### src/rtl/swst_pkg.sv
// Types and constants shared by the sliding window sender table.
package swst_pkg;

  localparam int WINDOW_DEPTH = 4;
  localparam int SEQ_W        = 8;
  localparam int SLOT_W       = $clog2(WINDOW_DEPTH);
  localparam int CNT_W        = $clog2(WINDOW_DEPTH + 1);
  localparam int POS_W        = 2;
  localparam int OCC_W        = 3;

  typedef enum logic [1:0] {
    KIND_ADD     = 2'd0,
    KIND_RELEASE = 2'd1,
    KIND_LOCATE  = 2'd2,
    KIND_TAKE    = 2'd3
  } kind_e;

  typedef enum logic [1:0] {
    STATUS_OK        = 2'd0,
    STATUS_NOT_FOUND = 2'd1,
    STATUS_FULL      = 2'd2
  } status_e;

  typedef struct packed {
    kind_e            kind;
    logic [SEQ_W-1:0] seq_arg;
  } swst_in_t;

  typedef struct packed {
    status_e          status;
    logic [POS_W-1:0] position;
    logic [SEQ_W-1:0] seq_out;
    logic             is_full;
    logic [OCC_W-1:0] occupancy;
  } swst_out_t;

  // Shared by every cell of the ring.
  typedef struct packed {
    logic             rotate;
    logic [SEQ_W-1:0] key;
  } swst_bcast_t;

endpackage

### src/rtl/swst_cell.sv
// One slot of the window ring: holds a sequence number and compares it.
module swst_cell import swst_pkg::*; (
  input  logic             clk_i,
  input  swst_bcast_t      bcast_i,
  input  logic             wr_en_i,
  input  logic             live_i,
  input  logic [SEQ_W-1:0] nbr_seq_i,
  input  logic             hit_i,
  output logic [SEQ_W-1:0] seq_o,
  output logic             hit_o,
  output logic             first_o
);

  logic [SEQ_W-1:0] seq_q;
  logic             match;

  always_ff @(posedge clk_i) begin
    if (wr_en_i) begin
      seq_q <= bcast_i.key;
    end else if (bcast_i.rotate) begin
      seq_q <= nbr_seq_i;
    end
  end

  assign match   = live_i && (seq_q == bcast_i.key);
  assign hit_o   = hit_i | match;
  assign first_o = match & ~hit_i;
  assign seq_o   = seq_q;

endmodule

### src/rtl/sliding_window_sender_table_core.sv
// Top level of the sliding window sender table.
//
// The window is a ring of WINDOW_DEPTH cells kept in age order: cell 0 holds
// the entry at the head slot whenever the ring is not rotating. Each result is
// registered, and a new item is taken every cycle while the result register
// can drain and no rotation is under way. A release that frees m entries
// rotates the ring by one cell per cycle, and the input is stalled until the
// rotation is done; the release result is registered without waiting for it.
// WINDOW_DEPTH must be a power of two. No clearing pass after reset.
module sliding_window_sender_table_core import swst_pkg::*; (
  input  logic      clk_i,
  input  logic      rst_ni,
  input  logic      in_valid_i,
  output logic      in_stall_o,
  input  swst_in_t  in_item_i,
  output logic      out_valid_o,
  input  logic      out_stall_i,
  output swst_out_t out_item_o
);

  logic [SLOT_W-1:0] head_q, head_d;
  logic [CNT_W-1:0]  fill_q, fill_d;
  logic [SEQ_W-1:0]  next_seq_q, next_seq_d;
  logic [CNT_W-1:0]  rot_left_q, rot_left_d;
  logic              out_valid_q, out_valid_d;
  swst_out_t         out_item_q, res;

  logic                         busy, accept_in;
  swst_bcast_t                  bcast;
  logic [WINDOW_DEPTH-1:0]      wr_en, live, first;
  logic [WINDOW_DEPTH:0]        hit_chain;
  logic [SEQ_W-1:0]             cell_seq [WINDOW_DEPTH];
  logic [CNT_W-1:0]             rel_cnt;
  logic [CNT_W:0]               head_sum;
  logic [SEQ_W-1:0]             offset;
  logic [SLOT_W-1:0]            pos_slot;

  assign busy       = (rot_left_q != '0);
  assign in_stall_o = busy | (out_valid_q & out_stall_i);
  assign accept_in  = in_valid_i & ~in_stall_o;

  assign bcast.rotate = busy;
  assign bcast.key    = in_item_i.seq_arg;
  assign hit_chain[0] = 1'b0;

  for (genvar k = 0; k < WINDOW_DEPTH; k++) begin : g_cell
    assign live[k]  = fill_q > CNT_W'(k);
    assign wr_en[k] = accept_in && (in_item_i.kind == KIND_ADD) && (fill_q == CNT_W'(k));

    swst_cell u_cell (
      .clk_i     (clk_i),
      .bcast_i   (bcast),
      .wr_en_i   (wr_en[k]),
      .live_i    (live[k]),
      .nbr_seq_i (cell_seq[(k + 1) % WINDOW_DEPTH]),
      .hit_i     (hit_chain[k]),
      .seq_o     (cell_seq[k]),
      .hit_o     (hit_chain[k+1]),
      .first_o   (first[k])
    );
  end

  always_comb begin
    rel_cnt = '0;
    for (int k = 0; k < WINDOW_DEPTH; k++) begin
      if (first[k]) begin
        rel_cnt = CNT_W'(k + 1);
      end
    end
  end

  assign head_sum = (CNT_W+1)'(head_q) + (CNT_W+1)'(rel_cnt);
  assign offset   = in_item_i.seq_arg - cell_seq[0];
  assign pos_slot = head_q + offset[SLOT_W-1:0];

  always_comb begin
    head_d         = head_q;
    fill_d         = fill_q;
    next_seq_d     = next_seq_q;
    rot_left_d     = busy ? rot_left_q - CNT_W'(1) : rot_left_q;
    res.status     = STATUS_OK;
    res.position   = '0;
    res.seq_out    = '0;

    if (accept_in) begin
      unique case (in_item_i.kind)
        KIND_ADD: begin
          if (fill_q == CNT_W'(WINDOW_DEPTH)) begin
            res.status = STATUS_FULL;
          end else begin
            fill_d = fill_q + CNT_W'(1);
          end
        end
        KIND_RELEASE: begin
          if (hit_chain[WINDOW_DEPTH]) begin
            fill_d     = fill_q - rel_cnt;
            rot_left_d = rel_cnt;
            if (head_sum >= (CNT_W+1)'(WINDOW_DEPTH)) begin
              head_d = SLOT_W'(head_sum - (CNT_W+1)'(WINDOW_DEPTH));
            end else begin
              head_d = SLOT_W'(head_sum);
            end
          end else begin
            res.status = STATUS_NOT_FOUND;
          end
        end
        KIND_LOCATE: begin
          res.position = POS_W'(pos_slot);
        end
        KIND_TAKE: begin
          res.seq_out = next_seq_q;
          next_seq_d  = next_seq_q + SEQ_W'(1);
        end
        default: begin
          res.status = STATUS_OK;
        end
      endcase
    end

    res.is_full   = (fill_d == CNT_W'(WINDOW_DEPTH));
    res.occupancy = OCC_W'(fill_d);
  end

  always_comb begin
    if (accept_in) begin
      out_valid_d = 1'b1;
    end else if (!out_stall_i) begin
      out_valid_d = 1'b0;
    end else begin
      out_valid_d = out_valid_q;
    end
  end

  always_ff @(posedge clk_i or negedge rst_ni) begin
    if (!rst_ni) begin
      head_q      <= '0;
      fill_q      <= '0;
      next_seq_q  <= '0;
      rot_left_q  <= '0;
      out_valid_q <= 1'b0;
    end else begin
      head_q      <= head_d;
      fill_q      <= fill_d;
      next_seq_q  <= next_seq_d;
      rot_left_q  <= rot_left_d;
      out_valid_q <= out_valid_d;
    end
  end

  always_ff @(posedge clk_i) begin
    if (accept_in) begin
      out_item_q <= res;
    end
  end

  assign out_valid_o = out_valid_q;
  assign out_item_o  = out_item_q;

endmodule

### config.mk
export PLATFORM = sky130hd
export DESIGN_NAME = sliding_window_sender_table_core
export DESIGN_NICKNAME = d
export VERILOG_FILES = /design/src/rtl/swst_pkg.sv /design/src/rtl/swst_cell.sv /design/src/rtl/sliding_window_sender_table_core.sv
export SDC_FILE = /design/constraint.sdc
export NUM_CORES = 1
export LEC_CHECK = 0
export BUFFER_PORTS_ARGS = -buffer_cell sky130_fd_sc_hd__buf_2
export CAP_MARGIN = 20
export CORE_UTILIZATION = 54
export CTS_CLUSTER_DIAMETER = 80
export DETAILED_ROUTE_END_ITERATION = 7
export HOLD_SLACK_MARGIN = 0.05
export PLACE_DENSITY_LB_ADDON = 0.2
export SLEW_MARGIN = 15
export SYNTH_ARGS = -nofsm -noshare
export SYNTH_HDL_FRONTEND = slang
export SYNTH_HIERARCHICAL = 1
export SYNTH_SLANG_ARGS = --single-unit
### constraint.sdc
create_clock -name clk_i -period 3.2 [get_ports clk_i]
set_input_delay 0.32 -clock clk_i [delete_from_list [all_inputs] [get_ports clk_i]]
set_output_delay 0.32 -clock clk_i [all_outputs]
set_load 0.01 [all_outputs]
==> results of run 1 <==
per-stage QoR:
stage	utilization, %	cells
after floorplan	-	280
after global placement	64.4	419
after detailed placement	64.4	419
after CTS	69.2	441
after global routing	70.6	442
final	70.6	442
power groups by stage:
stage | combinational (mW) | clock (mW) | sequential (mW)
after CTS | 1.35 | 0.884 | 1.53
after global placement | 1.26 | 0 | 1.53
after floorplan | 0.805 | 0 | 1.52
after detailed placement | 1.29 | 0 | 1.54
after global routing | 1.53 | 0.919 | 1.57
final | 1.41 | 0.876 | 1.53
worst max-delay path, cell delays in order, from the launching register on:
cell	delay (ns)
dfrtp_1	0.39
inv_2	0.08
ha_1	0.23
o21ai_2	0.14
nand4_1	0.26
nor4_4	0.42
a21oi_2	0.07
nor2_2	0.18
ha_2	0.20
inv_2	0.04
fa_2	0.33
xnor2_1	0.14
nand2_1	0.08
and3_1	0.17
a2111o_1	0.39
nor3b_2	0.17
layout make-up:
type                    instances  area share (%)
clock buffers                   9            2.76
well taps                      77            2.15
multi-input cells             192            38.2
inverters                      16            1.40
clock inverters                 7            2.76
flip-flops and latches         65            41.7
repair buffers                 76            11.1
cells by family (layout without fill, tap and decap cells):
family                     count (synthesis)  count (layout)  synth area share, %
adders and majority gates                 13              13                 4.78
DFF                                       65              65                 52.4
muxes                                     36              36                 11.3
other                                      1               2                0.105
and+or+nand+nor                           73              73                 12.5
AOI/OAI and AO/OA                         21              21                 4.74
xor gates and xnor gates                  47              47                 11.6
buffers and inverters                     23             108                 2.60
registers in the layout, summed over array words and instances (netlist names):
signal               cells
fill_q                   3
next_seq_q               8
g_cell.u_cell/seq_o     32
out_valid_o              1
head_q                   2
rot_left_q               3
out_item_o              16
cell usage in the layout, fill, tap and decap left out, types with 5 or more instances in the layout:
cell,Yosys,layout
edfxtp_1,48,48
buf_4,0,44
xnor2_1,42,42
mux2_2,34,34
buf_2,5,31
dfrtp_1,17,16
and3_1,12,12
nand2_1,13,11
inv_1,15,11
nand3_1,10,10
ha_1,12,9
clkbuf_8,0,9
nor2_1,9,8
xor2_1,5,5
path summary, 6_finish.rpt:
path,cells past startpoint,endpoint,startpoint,slack [ns]
min in group asynchronous,2,next_seq_q[1],rst_ni,0.43
max in group asynchronous,2,fill_q[1],rst_ni,2.44
setup / recovery,15,out_item_o[3],fill_q[0],-0.33
hold reg to reg,1,next_seq_q[7],next_seq_q[7],0.48
setup reg to reg,15,out_item_o[3],fill_q[0],-0.33
hold / removal,3,out_valid_o,out_stall_i,0.27
metal layers:
metal  routed length, µm  vias to the layer above  GRT usage (%)
met1                3600                     1196           32.9
met3                 329                       12           5.07
met2                3720                       64           36.4
met4                 120                        0           8.62
met5                   0                        -              0
li1                    -                     1164              -
timing repair:
action                                 in CTS  in global routing
setup buffers                               5                  1
endpoints found under the hold margin      17                  0
pin swaps                                   7                  3
hold buffers                                1                  0
gates resized for setup                     6                 16
setup endpoints to repair                   3                  6
==> impl_results.md, run 1 <==
- Slew margin rel.: 57.7%
- Status: complete, but fails checks
- Row count: 29
- Post-synth ARST share: 26.2%
- Die width: 83.2 µm
- I/O pins: 32
- Avg Inst Size Synth: between 10 and 15 µm²
- Worst slew pin tran: 0.634 ns
- Top-area cell type share of the netlist area: 40.4%
- HPWL Detailed: 5420 µm
- MaxCap Viol Count: 0
- Clk_skew: between 0.007 and 0.008 ns
- First DRT Iteration DRCs: 87
- Failing checks: negative setup slack
- Fmax: 283 MHz
- Synth area leaders: edfxtp_1 (40%), dfrtp_1 (12%), mux2_2 (11%)
- Switching power: between 1 and 1.5 mW
- Worst endpoint required time: 3.30 ns
- Final Max Tran Viols: 0
- Switching share of power: between 30 and 40%
- Layout cell share with drive strength beyond 1: 44.7%
- Die Y: 83.2 µm
- DRT Pass-1 Iters: 4
- Worst setup SP type: flop
- Peak supply drop: 0.517 mV
- Final TNS setup: -0.549 ns
- Fin area: 4480 µm²
- Largest net degree at the start of global routing: 21
- First-pass GRT wire length: 12300 µm
- Clock Power Share: 23.0%
- Final setup margin: -0.329 ns
- Netlist cell types: 43
- Logic pwr share: a little under two fifths
- CTS root buf: clkbuf_8
- FF+latch count, synth: 65
- Final antenna-violating net count: 0
- Total gr overflow: 0
- EDFF count, synth: 48
- Ant. Diodes: 0
- Synthesized cell area: ~3600 µm²
- P_int: 2.56 mW
- Starting Density: a little under three fifths
- Vias in the first global route: 2430
- Pre-CTS setup slack: -0.348 ns
- TritonCTS Sinks: 65
- Crit-path max FO: 3
- Buffers on Ports: 31
- Leakage: 1.81 nW
- Htree depth: 3
- Core area: about 6300 µm²
- Hold slack: 0.271 ns
- Clock transition at path regs: 0.08 ns
- Reg power frac: 40.1%
- Arr. time, crit path: 3.63 ns
- Fillcell total: 422
- Min-Delay Path Class: in2reg
- Crit share post-route: 110%
- Final WL: between 7000 and 8000 µm
- DR vias/cell: 5.51
- RSZ-0062 raised after global routing: yes
- CP Capture Type: flop
- Routability Congestion: 0.855
- Remaining DRCs: 0
- Final Hold Fails: 0
- TritonCTS buffer count: 9
- DIE AREA: 6930 µm²
- Register area share after synthesis: 52.4%
- Synth warnings: 6
- PwrDens: 850 nW/µm²
- Overall routing resource usage: between 20% and 30%
- Initial antenna violation count: 0
- Synth top cells by count: edfxtp_1 (48), xnor2_1 (42), mux2_2 (34)
- Worst-skew pair later-pin latency: 0.35 ns
- Multi-input gate area: roughly 1700 µm²
- Power consumption: approximately 3.8 mW
- Post-Synthesis Cells: between 200 and 300
- Routed via count: 2436
- Clock buffer depth: 2
- Wirelength per Cell: ~18 µm
- Largest area contributor in the synthesized netlist: edfxtp_1
- Final min period: ~3.5 ns
- Final setup violation count: 4
- CTS tree: yes
- WS Path Type: reg2reg
- Area delta synth->final: 25.8%
- Post-DP Area: 4090 µm²
- Cell with the most instances after synthesis: edfxtp_1
- Final #Nets: 387
- FF/Latch Area: 1870 µm²
- Main synth FF type: edfxtp_1
Power figures use the tool's default switching activity.
==> run 2, diff against run 1 <==
TNS_END_PERCENT = 10   (was default)
==> run 2 against run 1 <==
  * The run still ends with negative setup slack left
  * Fmax increased by 2.2%
  * Clock-buffer cell count unchanged
  * Register-to-register slack improved by 0.08 ns
  * Sequential cell count unchanged
  * Sequential power about the same
  * Die area unchanged
  * Global-route usage decreased by 0.15 points
  * Critical path type unchanged
  * Highest routed layer unchanged
==> impl_results.md, run 2 (synthesis results as in run 1) <==
- Status: complete, but fails checks
- Failing checks: negative setup slack
- WS Path Type: reg2reg
- Min-Delay Path Class: in2reg
- Core area: 6350 µm²
- Final TNS setup: -0.344 ns
- Total gr overflow: 0
- Cell mode on critical path: o31ai_2
- Switching share of power: 32.0%
- Layout cell share with drive strength beyond 1: between 40% and 50%
- R2r setup slk: -0.25 ns
- Initial antenna violation count: 0
- Worst slew pin tran: 0.610 ns
- Ant. Diodes: 0
- Placed Cells: 419
- Die Y: 83.2 µm
- Arr. time, crit path: 3.55 ns
- I/O pins: 32
- First-pass GRT wire length: ~12000 µm
- Routability Congestion: 0.855
- Clock buffer depth: 2
- Worst endpoint required time: 3.30 ns
- Clock Power Share: 23.4%
- Critical-path top delay cell: dfrtp_2
- Pre-CTS setup slack: -0.348 ns
- Logic pwr share: a little over a third
- TritonCTS Sinks: 65
- Crit-path max FO: 4
- Vias in the first global route: between 2000 and 2500
- Largest net degree at the start of global routing: 21
- Critical Path Start: fill_q[1]
- HPWL Detailed: 5420 µm
- Fillcell total: about 450
- Crit share post-route: 108%
- TritonCTS buffer count: 9
- DRT Pass-1 Iters: 4
- MaxCap Viol Count: 0
- Peak supply drop: 0.504 mV
- Reg power frac: 40.9%
- P_int: between 2 and 3 mW
- Die width: roughly 83 µm
- Worst setup SP type: flop
- GRT met2 Usage: 36.1%
- Htree depth: 3
- Hold Path Sink: out_valid_o
- Row count: 29
- Switching power: 1.19 mW
- Area delta synth->final: 23.2%
- Wirelength per Cell: 17.0 µm
- Worst hold start: out_stall_i
- First DRT Iteration DRCs: 105
- Clock transition at path regs: 0.08 ns
- CP Capture Type: flop
- Final min period: between 3 and 4 ns
- Crit-path cells: inv_4, ha_1, o21ai_2, nand4_1, o31ai_2, inv_1, o31ai_2, nor4_4, nor2_1, ha_2, inv_2, fa_2, xnor2_1, nand2_1, and3_1, a2111o_1, nor3b_2
- Routed via count: 2395
- Crit path largest cell delay: between 0.4 and 0.5 ns
- DR vias/cell: 5.47
- Buffers on Ports: 31
- Cell Count, Final, Fillers Out: approximately 440
- Final Max Tran Viols: 0
- Most common cell after layout, fill and taps aside: edfxtp_1
- Critical path's top delay family: compound AO/OA/AOI/OAI gates
- PwrDens: around 850 nW/µm²
- Reg-to-reg startpoint: fill_q[1]
- Slew margin rel.: 59.3%
- DIE AREA: between 6000 and 7000 µm²
- Met1 GRT Util: 32.6%
- Remaining DRCs: 0
- Busiest grt layer: met2
- R2R depth: 17
- Overall routing resource usage: 23.4%
- Starting Density: 56.1%
- M3 GR Usage: between 5 and 6%
- Final antenna-violating net count: 0
- Final Hold Fails: 0
- CTS root buf: clkbuf_8
- CTS tree: yes
- RSZ-0062 raised after global routing: yes
- WP buf/inv: 3
- Fmax: 290 MHz
- Clk_skew: 0.00777 ns
- Final WL: 7460 µm
- Hold depth: 3
- Max FFs per register: 32
- Leakage: 1.76 nW
- Worst-skew pair later-pin latency: between 0.3 and 0.4 ns
- R2r endpoint: out_item_o[3]
- Final #Nets: ~380
- Final setup margin: -0.252 ns
- Final setup violation count: 2
- Commonest cells after routing, fill and taps aside: edfxtp_1 (48), xnor2_1 (42), buf_4 (40)
==> run 2: repair_timing <==
| action | CTS | global route |
|---|---|---|
| setup endpoints to repair | 3 | 6 |
| pin swaps | 7 | 1 |
| hold endpoints to repair | 17 | 0 |
| buffers inserted | 2 | 0 |
| gates resized for setup | 6 | 2 |
| hold buffers | 1 | 0 |
| cloned | 0 | 0 |
==> run 2: area by class of cell <==
type                            instances  area [µm²]  area share, %
Clock buffer                            9         124           2.82
Clock inverter                          7         124           2.82
Inverter                               16        62.6           1.43
Multi-Input combinational cell        192        1650           37.6
Sequential cell                        65        1870           42.6
Tap cell                               77        96.3           2.19
Timing Repair Buffer                   72         465           10.6
==> run 2: worst register-to-register path, stage by stage (launching register included) <==
cell      delay [ns]
dfrtp_2         0.42
inv_4           0.06
ha_1            0.20
o21ai_2         0.15
nand4_1         0.13
o31ai_2         0.31
inv_1           0.10
o31ai_2         0.11
nor4_4          0.07
nor2_1          0.16
ha_2            0.21
inv_2           0.04
fa_2            0.33
xnor2_1         0.14
nand2_1         0.08
and3_1          0.16
a2111o_1        0.38
nor3b_2         0.17
==> run 2: power by group through the flow <==
stage          clock network [mW]  registers (mW)  logic (mW)
2_1_floorplan                   0            1.52       0.805
4_1_cts                     0.884            1.53        1.33
3_5_place_dp                    0            1.54        1.29
3_3_place_gp                    0            1.53        1.26
5_1_grt                     0.916            1.57        1.46
6_report                    0.873            1.53        1.33
==> run 2: how the worst max path moves through the flow <==
| stage | depth (start not counted) | to | slack, ns |
|---|---|---|---|
| after floorplan | 19 | out_item_o[3] | -0.17 |
| after CTS | 19 | out_item_o[3] | -0.23 |
| after global routing | 19 | out_item_o[3] | -0.40 |
| after detailed placement | 17 | out_item_o[3] | -0.35 |
| final | 17 | out_item_o[3] | -0.25 |
| after global placement | 16 | out_item_o[3] | -0.27 |
==> run 2: metrics by stage <==
step | hold WS (ns) | utilization [%] | cell area (µm²) | total power [mW]
after floorplan | 0.0244 | - | 3590 | 2.32
after global placement | 0.277 | 64.4 | 4090 | 2.79
after detailed placement | 0.278 | 64.4 | 4090 | 2.83
after CTS | 0.268 | 68.9 | 4370 | 3.74
after global routing | 0.283 | 69.1 | 4390 | 3.94
final | 0.273 | 69.1 | 4390 | 3.73
==> run 2: routing by layer <==
layer / wire, µm / share of wire (%) / up-vias
met3: 509 / 6.8 / 14
met2: 3410 / 46 / 66
met4: 132 / 1.8 / 0
met5: 0 / 0 / -
li1: - / - / 1157
met1: 3410 / 46 / 1158
==> run 3, diff against run 2 <==
CAP_MARGIN = default   (was 20)
REMOVE_ABC_BUFFERS = 1   (was default)
==> run 3 against run 2 <==
  * The flow still finishes with violations (negative setup slack)
  * Sequential power about the same
  * Via count up 1.6%
  * Register-to-register slack worse by 0.06 ns
  * Wire length up 2.0%
  * Worst setup slack worse by 0.063 ns
  * Clock skew up 0.00086 ns
  * Hold slack worse by 0.033 ns
  * Core utilization up 2.4 points
  * Fmax down 1.8%
  * Critical path type unchanged
  * Critical endpoint unchanged
  * Largest power group unchanged
  * Highest routed layer unchanged
==> impl_results.md, run 3 (synthesis results as in run 1) <==
- Max FFs per register: 32
- Worst-skew pair later-pin latency: roughly 0.36 ns
- Status: complete, but fails checks
- Vias in the first global route: between 2000 and 2500
- First-pass GRT wire length: 12000 µm
- Htree depth: 3
- I/O pins: 32
- DR vias/cell: 5.42
- Post-DP Area: 4090 µm²
- Largest net degree at the start of global routing: 21
- Initial antenna violation count: 0
- Wirelength per Cell: 17.0 µm
- PwrDens: 828 nW/µm²
- Clock buffer depth: 2
- CTS tree: yes
- Total gr overflow: 0
- Reg-to-reg startpoint: fill_q[0]
- RSZ-0062 raised after global routing: yes
- Fin util: about 72%
- Die width: about 83 µm
- Worst setup SP type: flop
- DRT Pass-1 Iters: 4
- Area delta synth->final: 27.5%
- Slew margin rel.: between 50% and 60%
- Worst slew pin tran: between 0.6 and 0.7 ns
- Final min period: around 3.5 ns
- TritonCTS Sinks: 65
- Critical-path top delay cell: a2111o_1
- Buffers on Ports: 31
- Arr. time, crit path: 3.62 ns
- Row count: 29
- Crit share post-route: 110%
- Remaining DRCs: 0
- WS Path Type: reg2reg
- Ant. Diodes: 0
- Routed via count: 2433
- Fmax: around 280 MHz
- Final Max Tran Viols: 0
- Final Hold Fails: 0
- Clock transition at path regs: around 0.07 ns
- Routability Congestion: 0.860
- Final setup violation count: 3
- Final antenna-violating net count: 0
- Final WL: 7610 µm
- MaxCap Viol Count: 0
- Peak supply drop: around 0.55 mV
- Critical Path Start: fill_q[0]
- Crit-path cells: inv_2, buf_4, ha_1, o21ai_2, nand4_1, buf_4, o31ai_4, nor4_4, nor2_2, ha_2, inv_2, fa_2, xnor2_1, nand2_1, buf_6, nor4b_2, a2111o_1, nor3b_2
- Layout cell share with drive strength beyond 1: approximately 46%
- First DRT Iteration DRCs: 107
- TritonCTS buffer count: 9
- Failing checks: negative setup slack
- CTS root buf: clkbuf_8
- Worst endpoint required time: between 3 and 4 ns
- Crit path largest cell delay: 0.41 ns
- CP Capture Type: flop
- Clk_skew: 0.00863 ns
- Die Y: 83.2 µm
- Final setup margin: -0.315 ns
- Most common cell after layout, fill and taps aside: buf_4
- Crit-path max FO: 3
- Hold slack: between 0.2 and 0.25 ns
- HPWL Detailed: a little over 5000 µm
- DIE AREA: 6930 µm²
- Starting Density: 56.1%
- Final #Nets: a little under 400
- Commonest cells after routing, fill and taps aside: buf_4 (50), edfxtp_1 (48), xnor2_1 (41)
- Min-Delay Path Class: in2reg
- Core area: between 6000 and 7000 µm²
- Leakage: 1.84 nW
- Overall routing resource usage: 23.1%
- Worst hold start: out_stall_i
- Fin area: 4540 µm²
==> run 3: path summary, 6_finish.rpt <==
path                                       to  slack (ns)  depth (start not counted)
min in group asynchronous       next_seq_q[2]        0.43                          2
worst max-delay path            out_item_o[3]       -0.31                         18
worst max register to register  out_item_o[3]       -0.31                         18
max in group asynchronous           fill_q[0]        2.48                          2
worst min-delay path              out_valid_o        0.24                          3
worst min register to register      head_q[1]        0.49                          1
==> run 3: power breakdown <==
group          leakage, nW  total (mW)  internal [mW]  switching (mW)
logic                 1.05        1.46          0.760           0.702
registers            0.683        1.52           1.32           0.201
clock network        0.103       0.773          0.457           0.316
==> run 3: timing repair <==
item / in CTS / in global routing
pin swaps: 9 / 13
gates cloned: 0 / 0
hold buffers: 1 / 0
gates resized for setup: 16 / 15
setup buffers: 9 / 3
endpoints found under the setup margin: 3 / 7
endpoints found under the hold margin: 17 / 0
==> run 3: routing by layer <==
metal | wire (µm) | vias to the layer above | global-route usage, %
met5 | 0 | - | 0
met4 | 155 | 0 | 11.1
met3 | 356 | 15 | 4.77
met2 | 3610 | 52 | 35.6
met1 | 3490 | 1189 | 31.2
li1 | - | 1177 | -
==> run 3: worst max-delay path: cells and delay by family (launching register included) <==
family	cells	cell delay, ns
compound gates	3	0.78
xor+xnor	1	0.13
fa+ha+maj	3	0.78
buf+inv	5	0.53
flops	1	0.40
simple gates	6	0.66
==> run 3: cell type report <==
type                       count  area (µm²)
sequential                    65        1870
fill                         442        1810
multi-input combinational    192        1750
timing repair buffer          83         552
clock buffer                  11         141
tap                           77        96.3
clock inverter                 5        78.8
inverter                      16        60.1
==> run 3: per-stage QoR <==
stage               setup TNS, ns  instances  power (mW)  setup slack (ns)
finish                     -0.763        449        3.76            -0.315
global route                -1.32        449        3.96            -0.491
CTS                        -0.625        447        3.68            -0.272
detailed placement         -0.629        421        2.82            -0.358
global placement           -0.386        421        2.78            -0.270
floorplan                  -0.340        273        2.30            -0.245
